### config.mk
export PLATFORM = sky130hd
export DESIGN_NAME = chw_cell
export DESIGN_NICKNAME = d
export VERILOG_FILES = /design/src/chw_pkg.sv /design/src/chw_cell.sv
export SDC_FILE = /design/constraint.sdc
export NUM_CORES = 2
export LEC_CHECK = 0
export BUFFER_PORTS_ARGS = -buffer_cell sky130_fd_sc_hd__buf_2
export CAP_MARGIN = 0
export CORE_MARGIN = 2
export CORE_UTILIZATION = 35
export CTS_CLUSTER_SIZE = 40
export DETAILED_ROUTE_END_ITERATION = 7
export PLACE_DENSITY_LB_ADDON = 0.15
export SETUP_SLACK_MARGIN = 0.5
export SLEW_MARGIN = 10
export SYNTH_ARGS = -nofsm -noshare
export SYNTH_HDL_FRONTEND = slang
export SYNTH_SLANG_ARGS = --single-unit
### constraint.sdc
create_clock -name clk -period 0.8 [get_ports clk]
set_input_delay 0.16 -clock clk [delete_from_list [all_inputs] [get_ports clk]]
set_output_delay 0.16 -clock clk [all_outputs]
set_load 0.03 [all_outputs]
### src/chw_pkg.sv
package chw_pkg;

	localparam int COORD_BITS = 11;
	localparam int HALF_BITS = COORD_BITS - 1;
	localparam int D_BITS = 2 * COORD_BITS + 1;
	localparam int RR_BITS = 2 * HALF_BITS;
	localparam int TAN_BITS = 20;
	localparam int QM_BITS = COORD_BITS + TAN_BITS;
	localparam int LIM_BITS = D_BITS + 16;
	localparam int CFG_IDX_BITS = 1;
	localparam int N_CELLS = 8;
	localparam int HUE_BITS = 9;

	localparam logic [CFG_IDX_BITS-1:0] REG_WIDTH = 1'b0;
	localparam logic [CFG_IDX_BITS-1:0] REG_HEIGHT = 1'b1;

	localparam logic [COORD_BITS-1:0] WIDTH_RESET = COORD_BITS'(256);
	localparam logic [COORD_BITS-1:0] HEIGHT_RESET = COORD_BITS'(256);

	localparam logic [7:0] TAN_LAST = 8'd44;
	localparam logic [15:0] SAT_FULL_SQ = 16'd65025;
	localparam logic [19:0] MICRO = 20'd1000000;
	localparam logic [HUE_BITS:0] HUE_BASE = 10'd270;
	localparam logic [HUE_BITS:0] HUE_WRAP = 10'd360;
	localparam logic [7:0] DEG_90 = 8'd90;
	localparam logic [7:0] DEG_89 = 8'd89;
	localparam logic [7:0] DEG_45 = 8'd45;
	localparam logic [7:0] DEG_180 = 8'd180;

	typedef struct packed {
		logic [COORD_BITS-1:0] pixel_x;
		logic [COORD_BITS-1:0] pixel_y;
	} pix_t;

	typedef struct packed {
		logic in_disc;
		logic center;
		logic rz;
		logic ax0;
		logic ay0;
		logic diag;
		logic low;
		logic negx;
		logic negy;
	} side_t;

	typedef struct packed {
		logic valid;
		side_t side;
		logic [COORD_BITS-1:0] p;
		logic [QM_BITS-1:0] qm;
		logic [RR_BITS-1:0] rr;
		logic [LIM_BITS-1:0] lim;
		logic [7:0] n;
		logic [7:0] s;
		logic [15:0] s2;
	} cell_t;

	function automatic logic [TAN_BITS-1:0] tan_micro(input logic [5:0] k);
		logic [TAN_BITS-1:0] v;
		case (k)
			6'd1: v = 20'd17455;
			6'd2: v = 20'd34921;
			6'd3: v = 20'd52408;
			6'd4: v = 20'd69927;
			6'd5: v = 20'd87489;
			6'd6: v = 20'd105104;
			6'd7: v = 20'd122785;
			6'd8: v = 20'd140541;
			6'd9: v = 20'd158384;
			6'd10: v = 20'd176327;
			6'd11: v = 20'd194380;
			6'd12: v = 20'd212557;
			6'd13: v = 20'd230868;
			6'd14: v = 20'd249328;
			6'd15: v = 20'd267949;
			6'd16: v = 20'd286745;
			6'd17: v = 20'd305731;
			6'd18: v = 20'd324920;
			6'd19: v = 20'd344328;
			6'd20: v = 20'd363970;
			6'd21: v = 20'd383864;
			6'd22: v = 20'd404026;
			6'd23: v = 20'd424475;
			6'd24: v = 20'd445229;
			6'd25: v = 20'd466308;
			6'd26: v = 20'd487733;
			6'd27: v = 20'd509525;
			6'd28: v = 20'd531709;
			6'd29: v = 20'd554309;
			6'd30: v = 20'd577350;
			6'd31: v = 20'd600861;
			6'd32: v = 20'd624869;
			6'd33: v = 20'd649408;
			6'd34: v = 20'd674509;
			6'd35: v = 20'd700208;
			6'd36: v = 20'd726543;
			6'd37: v = 20'd753554;
			6'd38: v = 20'd781286;
			6'd39: v = 20'd809784;
			6'd40: v = 20'd839100;
			6'd41: v = 20'd869287;
			6'd42: v = 20'd900404;
			6'd43: v = 20'd932515;
			6'd44: v = 20'd965689;
			default: v = 20'd0;
		endcase
		return v;
	endfunction

endpackage

### src/chw_cell.sv
module chw_cell (
	input  logic clk,
	input  logic arst_n,
	input  logic en,
	input  logic [2:0] step,
	input  chw_pkg::cell_t in,
	output chw_pkg::cell_t out
);
	logic [7:0] tn, ts;
	logic [15:0] ts2;
	logic [chw_pkg::QM_BITS-1:0] pt;
	logic [chw_pkg::LIM_BITS-1:0] m;
	logic take_n, take_s;
	chw_pkg::cell_t out_q;

	always_comb begin
		tn = in.n | (8'd1 << step);
		ts = in.s | (8'd1 << step);
		ts2 = in.s2 + ({8'd0, in.s} << (step + 3'd1)) + (16'd1 << {step, 1'b0});
		pt = chw_pkg::QM_BITS'(in.p) * chw_pkg::QM_BITS'(chw_pkg::tan_micro(tn[5:0]));
		m = chw_pkg::LIM_BITS'(ts2) * chw_pkg::LIM_BITS'(in.rr);
		take_n = (tn <= chw_pkg::TAN_LAST) && (in.qm > pt);
		take_s = (m <= in.lim);
	end

	always_ff @(posedge clk or negedge arst_n) begin
		if (!arst_n) begin
			out_q <= '0;
		end else if (en) begin
			out_q <= in;
			if (take_n) begin
				out_q.n <= tn;
			end
			if (take_s) begin
				out_q.s <= ts;
				out_q.s2 <= ts2;
			end
		end
	end

	assign out = out_q;
endmodule

==> flow_metrics.py <==
metrics = {
    "timing": {
        "drv_slew": 0,
        "finalCriticalPeriod_ns": 10.50,
        "fin_crit_sh": 13.13,
        "hold_viol_final": 212,
        "max_freq_ghz": 0.09522,
        "rsz0062_at_grt": "true",
        "fin_worst_skew_ns": 0,
        "setup_ws_ns": -9.702,
        "tightest_slew_ns": 0.7818,
        "holdWs_ns": -0.4549,
        "setup_viol": 225,
        "max_slew_margin": 0.4770,
    },
    "setup_path": {
        "critPathRequiredTime_ns": 1.19,
        "reg2reg_to": "out[108]$_DFFE_PN0P_",
        "critPathMaxFanout": 8,
        "crit_path_max_incr_delay_ns": 0.60,
        "ff2ff_setup_slack_ns": -0.21,
        "critical_path_class": "in2reg",
        "endpoint": "out[6]$_DFFE_PN0P_",
        "cp-startpoint": "step[1]",
        "crit-reg2reg-launch": "out[108]$_DFFE_PN0P_",
        "start_kind": "primary input",
        "arrival_ns": 10.89,
        "crit_top_cell": "fa_1",
        "cp_slowest_cell": "fa_1",
        "end_kind": "flop",
        "r2r_cells": 3,
    },
    "synth": {
        "yosysTopAreaCell": "fa_1",
        "seq_area_frac_synth": 0.1330,
        "ys_top_cells_by_area": "fa_1 31%, dfrtp_1 13%, ha_1 13%",
        "synth.area.mux_share": 0.05642,
        "synthSimpleGateAreaFrac": 0.1500,
        "synthFlopType": "dfrtp_1",
        "async_flop_share": 1.000,
        "synthesis.area_um2": 26900,
        "netlist.area_leader.share": 0.3126,
        "synth_top_family_by_area": "adder cells",
        "syn-num-nets": 3828,
        "synth-edff-count": 0,
        "synthCells": 2977,
        "synth_adder_area_share": 0.4437,
        "synth_area_per_cell_um2": 9.036,
        "yosysWarnings": 0,
        "synth-compound-area-share": 0.09902,
        "ys_types": 72,
        "synth-seq-cells": 143,
        "synth_xor_area_frac": 0.02377,
    },
    "detailed_routing": {
        "drcViolationCount": 0,
        "drt_first_pass_iters": 5,
        "viasPerCell": 4.862,
        "drt_iter0_drc": 1017,
        "ant_nets": 0,
        "avgRoutedWirePerCell_um": 18.39,
        "finalWirelength_um": 90040,
        "dr_total_vias": 23810,
    },
    "grt": {
        "overflow": 0,
        "grt_usage": 0.2353,
        "grt_pass1_wl_um": 144800,
        "grt_pass1_vias": 26110,
        "antenna_found_initial": 3,
        "grt_max_degree": 32,
    },
    "cts": {
        "cts_tree": "done",
        "cts_sinks": 143,
        "cts_root_buf": "clkbuf_16",
        "cts_buffers": 17,
        "cts.clk_slew.worst_paths_ns": 0.08,
        "h-tree-depth": 4,
        "insertion_delay_ns": 0.50,
        "cts_buffer_depth": 2,
    },
    "flow_run": {
        "drv_cap": 0,
    },
    "finish": {
        "largest_reg_flops": 143,
        "final_util": 0.5049,
        "drive_gt1_frac": 0.3866,
        "finalNetCount": 4702,
        "final_common_cell": "buf_4",
        "layout_common_cells": "608 x buf_4, 513 x inv_1, 406 x fa_1",
        "area_growth_pct": 42.80,
        "fin_cells": 4897,
    },
    "place": {
        "hpwl_um": 74310,
        "dp.cells": 4750,
        "gp_congestion": 0.8959,
        "dp_slack_ns": -10.32,
        "portBuffers": 291,
    },
    "floorplanning": {
        "die_h_um": 281.2,
        "initial_core_util": 0.3536,
        "ios": 292,
        "num_rows": 101,
        "core_um2": 76080,
        "dieArea_um2": 79090,
        "die_w_um": 281.2,
    },
    "hold_path": {
        "min_path_type": "in2async",
    },
    "run_status": {
        "status": "complete, but fails checks",
        "violations": "negative hold slack, negative setup slack",
    },
}
==> worst max-delay path: cells and delay by family <==
| family | cells | cell delay (ns) |
|---|---|---|
| XOR/XNOR | 3 | 0.52 |
| AO/OA/AOI/OAI | 13 | 2.21 |
| multiplexers | 3 | 0.75 |
| adder cells (fa/ha/maj) | 11 | 4.51 |
| AND/OR/NAND/NOR | 8 | 1.81 |
| buffers and inverters | 8 | 0.92 |
==> how the worst min path moves through the flow <==
stage / startpoint / to / slack [ns] / cells after the start
floorplan: arst_n / out[0]$_DFFE_PN0P_ / -0.14 / 0
global placement: arst_n / out[133]$_DFFE_PN0P_ / 0.06 / 1
detailed placement: arst_n / out[140]$_DFFE_PN0P_ / 0.07 / 1
CTS: arst_n / out[140]$_DFFE_PN0P_ / -0.49 / 1
global route: arst_n / out[140]$_DFFE_PN0P_ / -0.48 / 1
finish: arst_n / out[140]$_DFFE_PN0P_ / -0.45 / 1
==> per-layer routing <==
metal | global-route usage | vias to the layer above | part of all wire
li1 | - | 11180 | -
met1 | 0.3134 | 12030 | 0.45
met2 | 0.3995 | 506 | 0.49
met3 | 0.03176 | 98 | 0.037
met4 | 0.06492 | 0 | 0.024
met5 | 0 | - | 0
==> synthesized netlist by cell type (16+ instances only) <==
| library cell | instances |
|---|---|
| o21ai_0 | 68 |
| nor2b_1 | 42 |
| mux2_2 | 117 |
| nand4_1 | 17 |
| a21o_1 | 54 |
| inv_1 | 519 |
| nor2_1 | 115 |
| nand3_1 | 24 |
| xnor2_1 | 45 |
| xor2_1 | 28 |
| nand2b_1 | 35 |
| nand2_1 | 360 |
| a31oi_1 | 16 |
| ha_1 | 282 |
| clkbuf_1 | 143 |
| dfrtp_1 | 143 |
| fa_1 | 420 |
| and2_1 | 194 |
| a21oi_1 | 144 |
| o21a_1 | 17 |
| mux2i_1 | 20 |
==> timing repair <==
item,CTS,global route
setup buffers,73,34
gates resized for setup,411,123
setup endpoints to repair,286,286
hold endpoints to repair,226,215
pin swaps,74,64
gates cloned,4,1
==> final cells by class <==
| type | count | area (um2) |
|---|---|---|
| multi-input cells | 2164 | 22380 |
| fillers | 7125 | 37660 |
| diodes | 3 | 7.507 |
| well taps | 1030 | 1289 |
| flip-flops and latches | 143 | 3756 |
| clock buffers | 19 | 452.9 |
| clock inverters | 13 | 128.9 |
| repair buffers | 1004 | 8401 |
| inverters | 520 | 1981 |
| repair inverters | 1 | 16.27 |
==> through the flow <==
step	setup TNS, ns	cell area, um2
6_report	-342.79	38410
5_1_grt	-361.93	38410
4_1_cts	-344.11	37600
3_5_place_dp	-325.39	34920
3_3_place_gp	-322.08	34920
2_1_floorplan	-276.08	28300
==> kinds of logic (layout without fill, tap and decap cells) <==
family          after synthesis  after routing
other cells                   0              3
fa+ha+maj                   702            702
simple gates                838            838
compound gates              413            414
flops                       143            143
mux                         137            137
xor+xnor                     73             73
buf+inv                     671           1557
Power is left out: the tool's default activity adds up to more than one toggle a clock period on the data nets, which glitch-free logic cannot reach.
