### src/chw_pkg.sv
package chw_pkg;

	localparam int COORD_BITS = 11;
	localparam int HALF_BITS = COORD_BITS - 1;
	localparam int D_BITS = 2 * COORD_BITS + 1;
	localparam int RR_BITS = 2 * HALF_BITS;
	localparam int TAN_BITS = 20;
	localparam int QM_BITS = COORD_BITS + TAN_BITS;
	localparam int LIM_BITS = D_BITS + 16;
	localparam int CFG_IDX_BITS = 1;
	localparam int N_CELLS = 8;
	localparam int HUE_BITS = 9;

	localparam logic [CFG_IDX_BITS-1:0] REG_WIDTH = 1'b0;
	localparam logic [CFG_IDX_BITS-1:0] REG_HEIGHT = 1'b1;

	localparam logic [COORD_BITS-1:0] WIDTH_RESET = COORD_BITS'(256);
	localparam logic [COORD_BITS-1:0] HEIGHT_RESET = COORD_BITS'(256);

	localparam logic [7:0] TAN_LAST = 8'd44;
	localparam logic [15:0] SAT_FULL_SQ = 16'd65025;
	localparam logic [19:0] MICRO = 20'd1000000;
	localparam logic [HUE_BITS:0] HUE_BASE = 10'd270;
	localparam logic [HUE_BITS:0] HUE_WRAP = 10'd360;
	localparam logic [7:0] DEG_90 = 8'd90;
	localparam logic [7:0] DEG_89 = 8'd89;
	localparam logic [7:0] DEG_45 = 8'd45;
	localparam logic [7:0] DEG_180 = 8'd180;

	typedef struct packed {
		logic [COORD_BITS-1:0] pixel_x;
		logic [COORD_BITS-1:0] pixel_y;
	} pix_t;

	typedef struct packed {
		logic in_disc;
		logic center;
		logic rz;
		logic ax0;
		logic ay0;
		logic diag;
		logic low;
		logic negx;
		logic negy;
	} side_t;

	typedef struct packed {
		logic valid;
		side_t side;
		logic [COORD_BITS-1:0] p;
		logic [QM_BITS-1:0] qm;
		logic [RR_BITS-1:0] rr;
		logic [LIM_BITS-1:0] lim;
		logic [7:0] n;
		logic [7:0] s;
		logic [15:0] s2;
	} cell_t;

	function automatic logic [TAN_BITS-1:0] tan_micro(input logic [5:0] k);
		logic [TAN_BITS-1:0] v;
		case (k)
			6'd1: v = 20'd17455;
			6'd2: v = 20'd34921;
			6'd3: v = 20'd52408;
			6'd4: v = 20'd69927;
			6'd5: v = 20'd87489;
			6'd6: v = 20'd105104;
			6'd7: v = 20'd122785;
			6'd8: v = 20'd140541;
			6'd9: v = 20'd158384;
			6'd10: v = 20'd176327;
			6'd11: v = 20'd194380;
			6'd12: v = 20'd212557;
			6'd13: v = 20'd230868;
			6'd14: v = 20'd249328;
			6'd15: v = 20'd267949;
			6'd16: v = 20'd286745;
			6'd17: v = 20'd305731;
			6'd18: v = 20'd324920;
			6'd19: v = 20'd344328;
			6'd20: v = 20'd363970;
			6'd21: v = 20'd383864;
			6'd22: v = 20'd404026;
			6'd23: v = 20'd424475;
			6'd24: v = 20'd445229;
			6'd25: v = 20'd466308;
			6'd26: v = 20'd487733;
			6'd27: v = 20'd509525;
			6'd28: v = 20'd531709;
			6'd29: v = 20'd554309;
			6'd30: v = 20'd577350;
			6'd31: v = 20'd600861;
			6'd32: v = 20'd624869;
			6'd33: v = 20'd649408;
			6'd34: v = 20'd674509;
			6'd35: v = 20'd700208;
			6'd36: v = 20'd726543;
			6'd37: v = 20'd753554;
			6'd38: v = 20'd781286;
			6'd39: v = 20'd809784;
			6'd40: v = 20'd839100;
			6'd41: v = 20'd869287;
			6'd42: v = 20'd900404;
			6'd43: v = 20'd932515;
			6'd44: v = 20'd965689;
			default: v = 20'd0;
		endcase
		return v;
	endfunction

endpackage

### src/chw_prep.sv
module chw_prep (
	input  logic clk,
	input  logic arst_n,
	input  logic en,
	input  logic in_valid,
	input  chw_pkg::pix_t in_pix,
	input  logic [chw_pkg::COORD_BITS-1:0] wheel_width,
	input  logic [chw_pkg::COORD_BITS-1:0] wheel_height,
	output chw_pkg::cell_t out
);
	localparam int CB = chw_pkg::COORD_BITS;
	localparam int HB = chw_pkg::HALF_BITS;

	logic valid_s1, valid_s2, valid_s3, valid_s4;
	chw_pkg::pix_t pix_s1;

	logic signed [CB:0] dx, dy;
	logic [CB-1:0] a_s2, b_s2;
	logic negx_s2, negy_s2;
	logic [HB-1:0] r_s2;

	logic [2*CB-1:0] aa_s3, bb_s3;
	logic [chw_pkg::RR_BITS-1:0] rr_s3;
	logic [CB-1:0] a_s3, b_s3;
	logic negx_s3, negy_s3, rz_s3;

	logic [chw_pkg::D_BITS-1:0] d;
	logic [chw_pkg::D_BITS-1:0] d_s4;
	chw_pkg::side_t side_s4;
	logic [CB-1:0] q_s4, p_s4;
	logic [chw_pkg::RR_BITS-1:0] rr_s4;
	chw_pkg::cell_t out_q;

	assign dx = $signed({1'b0, pix_s1.pixel_x}) - $signed({2'b0, wheel_width[CB-1:1]});
	assign dy = $signed({1'b0, pix_s1.pixel_y}) - $signed({2'b0, wheel_height[CB-1:1]});
	assign d = chw_pkg::D_BITS'(aa_s3) + chw_pkg::D_BITS'(bb_s3);

	always_ff @(posedge clk or negedge arst_n) begin
		if (!arst_n) begin
			valid_s1 <= 1'b0;
			valid_s2 <= 1'b0;
			valid_s3 <= 1'b0;
			valid_s4 <= 1'b0;
			out_q <= '0;
		end else if (en) begin
			valid_s1 <= in_valid;
			pix_s1 <= in_pix;

			valid_s2 <= valid_s1;
			a_s2 <= dx[CB] ? CB'(-dx) : CB'(dx);
			b_s2 <= dy[CB] ? CB'(-dy) : CB'(dy);
			negx_s2 <= dx[CB];
			negy_s2 <= dy[CB];
			r_s2 <= wheel_width[CB-1:1];

			valid_s3 <= valid_s2;
			aa_s3 <= a_s2 * a_s2;
			bb_s3 <= b_s2 * b_s2;
			rr_s3 <= r_s2 * r_s2;
			a_s3 <= a_s2;
			b_s3 <= b_s2;
			negx_s3 <= negx_s2;
			negy_s3 <= negy_s2;
			rz_s3 <= (r_s2 == '0);

			valid_s4 <= valid_s3;
			d_s4 <= d;
			side_s4.in_disc <= (d <= chw_pkg::D_BITS'(rr_s3));
			side_s4.center <= (a_s3 == '0) && (b_s3 == '0);
			side_s4.rz <= rz_s3;
			side_s4.ax0 <= (b_s3 == '0);
			side_s4.ay0 <= (a_s3 == '0);
			side_s4.diag <= (a_s3 == b_s3);
			side_s4.low <= (b_s3 < a_s3);
			side_s4.negx <= negx_s3;
			side_s4.negy <= negy_s3;
			q_s4 <= (b_s3 < a_s3) ? b_s3 : a_s3;
			p_s4 <= (b_s3 < a_s3) ? a_s3 : b_s3;
			rr_s4 <= rr_s3;

			out_q.valid <= valid_s4;
			out_q.side <= side_s4;
			out_q.p <= p_s4;
			out_q.qm <= chw_pkg::QM_BITS'(q_s4) * chw_pkg::QM_BITS'(chw_pkg::MICRO);
			out_q.rr <= rr_s4;
			out_q.lim <= chw_pkg::LIM_BITS'(d_s4) * chw_pkg::LIM_BITS'(chw_pkg::SAT_FULL_SQ);
			out_q.n <= '0;
			out_q.s <= '0;
			out_q.s2 <= '0;
		end
	end

	assign out = out_q;
endmodule

### config.mk
export PLATFORM = sky130hd
export DESIGN_NAME = chw_prep
export DESIGN_NICKNAME = d
export VERILOG_FILES = /design/src/chw_pkg.sv /design/src/chw_prep.sv
export SDC_FILE = /design/constraint.sdc
export NUM_CORES = 1
export LEC_CHECK = 0
export ABC_AREA = 1
export BUFFER_PORTS_ARGS = -buffer_cell sky130_fd_sc_hd__buf_2
export CAP_MARGIN = 20
export CORE_MARGIN = 2
export CORE_UTILIZATION = 45
export DETAILED_ROUTE_END_ITERATION = 6
export GPL_ROUTABILITY_DRIVEN = 1
export HOLD_SLACK_MARGIN = 0.1
export MAX_ROUTING_LAYER = met4
export PLACE_DENSITY = 0.63
export SETUP_SLACK_MARGIN = 0.3
export SYNTH_ARGS = -nofsm -noshare
export SYNTH_HDL_FRONTEND = slang
export SYNTH_SLANG_ARGS = --single-unit
### constraint.sdc
create_clock -name clk -period 5.05 [get_ports clk]
set_input_delay 0.505 -clock clk [delete_from_list [all_inputs] [get_ports clk]]
set_output_delay 0.505 -clock clk [all_outputs]
set_load 0.02 [all_outputs]
==> impl_metrics.yaml <==
min_path:
  hold_path_depth: 1
  hold_path.class: "input port to register"
  hp-start: "in_pix[11]"
  whs_endpoint: "pix_s1[11]"
finish:
  antennaDiodeCount: 0
  layout-drive-gt1-share_pct: 19.8
  stdcell_count: 4949
  layout_commonest_cell: "nand2_1"
  fin_nets: 4744
  area_growth_pct: 20.5
  final_cell_mix: "811 x nand2_1, 694 x inv_1, 347 x ha_1, 278 x fa_1, 213 x edfxtp_1"
cts:
  clk_latency_ns: 0.59
  clkSinkCount: 321
  htreeDepth: 2
  cts_max_path_buffers: 3
  cts_tree: "yes"
  clk_pin_slew_ns: 0.06
  cts_buffers: 38
  cts_root_buf: "clkbuf_16"
sta:
  relSlewSlack_pct: 40.6
  drv_slew: 0
  fin_crit_sh_pct: 96.6
  worst_pin_slew_ns: 0.890
  clock.fmax_ghz: 0.205
  skew_ns: 0.0392
  setup_viol: 0
  finalCriticalPeriod_ns: 4.88
  grt_setup_unrepaired: "yes"
  finalHoldViolations: 0
  setup-tns-final_ns: 0
run:
  cap_violations: 0
synth:
  post_synth_inst_count: 3621
  yosysTopAreaCell: "edfxtp_1"
  synth_enable_flop_cells: 213
  async_reset_ff_share_pct: 33.6
  synth.area.top_cells: "edfxtp_1 20%, fa_1 19%, ha_1 16%"
  ys_seq_area_share_pct: 28.5
  ys_seq_elements: 321
  yosysWarnings: 0
  synth_top_area_share_pct: 20.0
  synth.distinct_cells: 49
  syn_area_um2: 32000
  synth.avg_cell_area_um2: 8.83
  synth_flop_cell: "edfxtp_1"
detailed_routing:
  antenna_left: 0
  drt-pass1-iter-count: 7
  drc: 0
  wl_met2_mm: 36.3
  drt_wl_total_mm: 74.3
  drtIter0Drc: 1148
  wl_met1_mm: 34.0
  wire_per_inst_um: 15.0
  top_layer: "met4"
  num_vias: 24217
  wl_met3_mm: 2.18
  viasPerCell: 4.89
floorplanning:
  num_rows: 97
  start_util_pct: 45.6
  die_area_um2: 73200
  die-height_um: 271
  io_pins: 191
  core_area_um2: 70100
  die_x_um: 271
grt:
  antenna_found_initial: 0
  grt_pass1_wl_mm: 119
  grt_usage_pct: 20.5
  first_global_vias: 24089
  grt-ovfl-total: 0
  grt_max_degree: 114
placed_design:
  gp_congestion: 0.911
  place_inst: 4715
  dp_hpwl_mm: 57.7
  numPortBuffers: 149
setup_path:
  crit_fanout: 4
  cp-start-kind: "register"
  cp.required_ns: 5.47
  reg2reg_depth: 17
  worst-setup-path-type: "register to register"
  regToRegEndpoint: "out[55]"
  arrival_ns: 5.30
  cp-startpoint: "d_s4[5]"
  cp-end-kind: "register"
  timing.rr.start: "d_s4[5]"
  reg2reg_setup_slack_ns: 0.17
run_status:
  outcome: "finished, final reports clean"
synthesized netlist by cell type (5+ instances only):
master,count
a21o_1,18
a21oi_1,134
a21oi_2,6
a31oi_1,7
buf_4,39
clkbuf_1,57
dfrtp_1,108
edfxtp_1,213
fa_1,299
ha_1,418
inv_1,742
nand2_1,881
nand2_2,19
nand3_1,127
nand3b_1,12
nand4_1,38
nor2_1,148
nor3_1,20
nor4_1,7
o21a_1,8
o21ai_0,106
o21ai_1,13
o21ai_2,5
o21bai_1,12
xnor2_1,52
xor2_1,80
metrics by stage:
| step | area, um^2 | hold WS, ns | worst slack (ns) | util [%] |
|---|---|---|---|---|
| global placement | 34100 | 0.406 | 0.0847 | 48.6 |
| CTS | 36500 | 0.101 | 0.279 | 52.1 |
| floorplan | 32200 | 0.209 | 0.305 | - |
| global route | 38500 | 0.114 | 0.000733 | 54.9 |
| detailed placement | 34100 | 0.407 | 0.0708 | 48.6 |
| finish | 38500 | 0.130 | 0.173 | 54.9 |
routing by layer:
layer / global-route usage [%] / vias up
met3: 1.78 / 110
met1: 27.0 / 11651
li1: - / 12054
met4: 5.58 / 0
met5: - / -
met2: 33.9 / 402
worst max-delay path: stages (launching register included):
cell	delay [ns]
edfxtp_1	0.41
inv_2	0.09
fa_1	0.51
buf_4	0.16
fa_1	0.50
inv_1	0.06
fa_1	0.45
fa_1	0.52
fa_1	0.43
ha_1	0.33
ha_4	0.26
nand2_1	0.09
nand2_2	0.08
nor2_1	0.15
nand2_2	0.12
a21oi_1	0.23
xor2_1	0.25
o21ai_0	0.11
repair_timing:
item	in CTS	in global routing
endpoints found under the setup margin	44	62
buffers inserted	59	85
pin swaps	47	168
gates resized for setup	102	319
hold endpoints to repair	58	0
hold buffers	20	0
cells by family after synthesis:
| family | share of synthesized area (%) |
|---|---|
| XOR/XNOR | 3.62 |
| adder cells (fa/ha/maj) | 35.1 |
| other | 0.0117 |
| flip-flops | 28.5 |
| AO/OA/AOI/OAI | 5.79 |
| buffers and inverters | 10.6 |
| multiplexers | 0.0704 |
| AND/OR/NAND/NOR | 16.4 |
worst max-delay path by stage:
stage,endpoint,slack [ns],cells after the start
3_3_place_gp,out[66],0.08,18
4_1_cts,out[68],0.28,19
6_report,out[55],0.17,17
3_5_place_dp,out[66],0.07,18
2_1_floorplan,aa_s3[17],0.30,19
5_1_grt,out[55],0.0007,17
state kept, by name (all words and copies together) (netlist names), 19 cells and up:
name and count:
rr_s4 19, bb_s3 21, pix_s1 22, out 104, d_s4 23, rr_s3 19, aa_s3 21
cell type report:
type / count / area (um^2)
inverters: 746 / 2810
clock inverters: 18 / 168
well taps: 940 / 1180
clock buffers: 52 / 1080
flip-flops and latches: 321 / 9100
repair buffers: 385 / 2710
fillers: 6295 / 31600
multi-input cells: 2487 / 21500
Power is left out: the tool's default activity adds up to more than one toggle a clock period on the data nets, which glitch-free logic cannot reach.
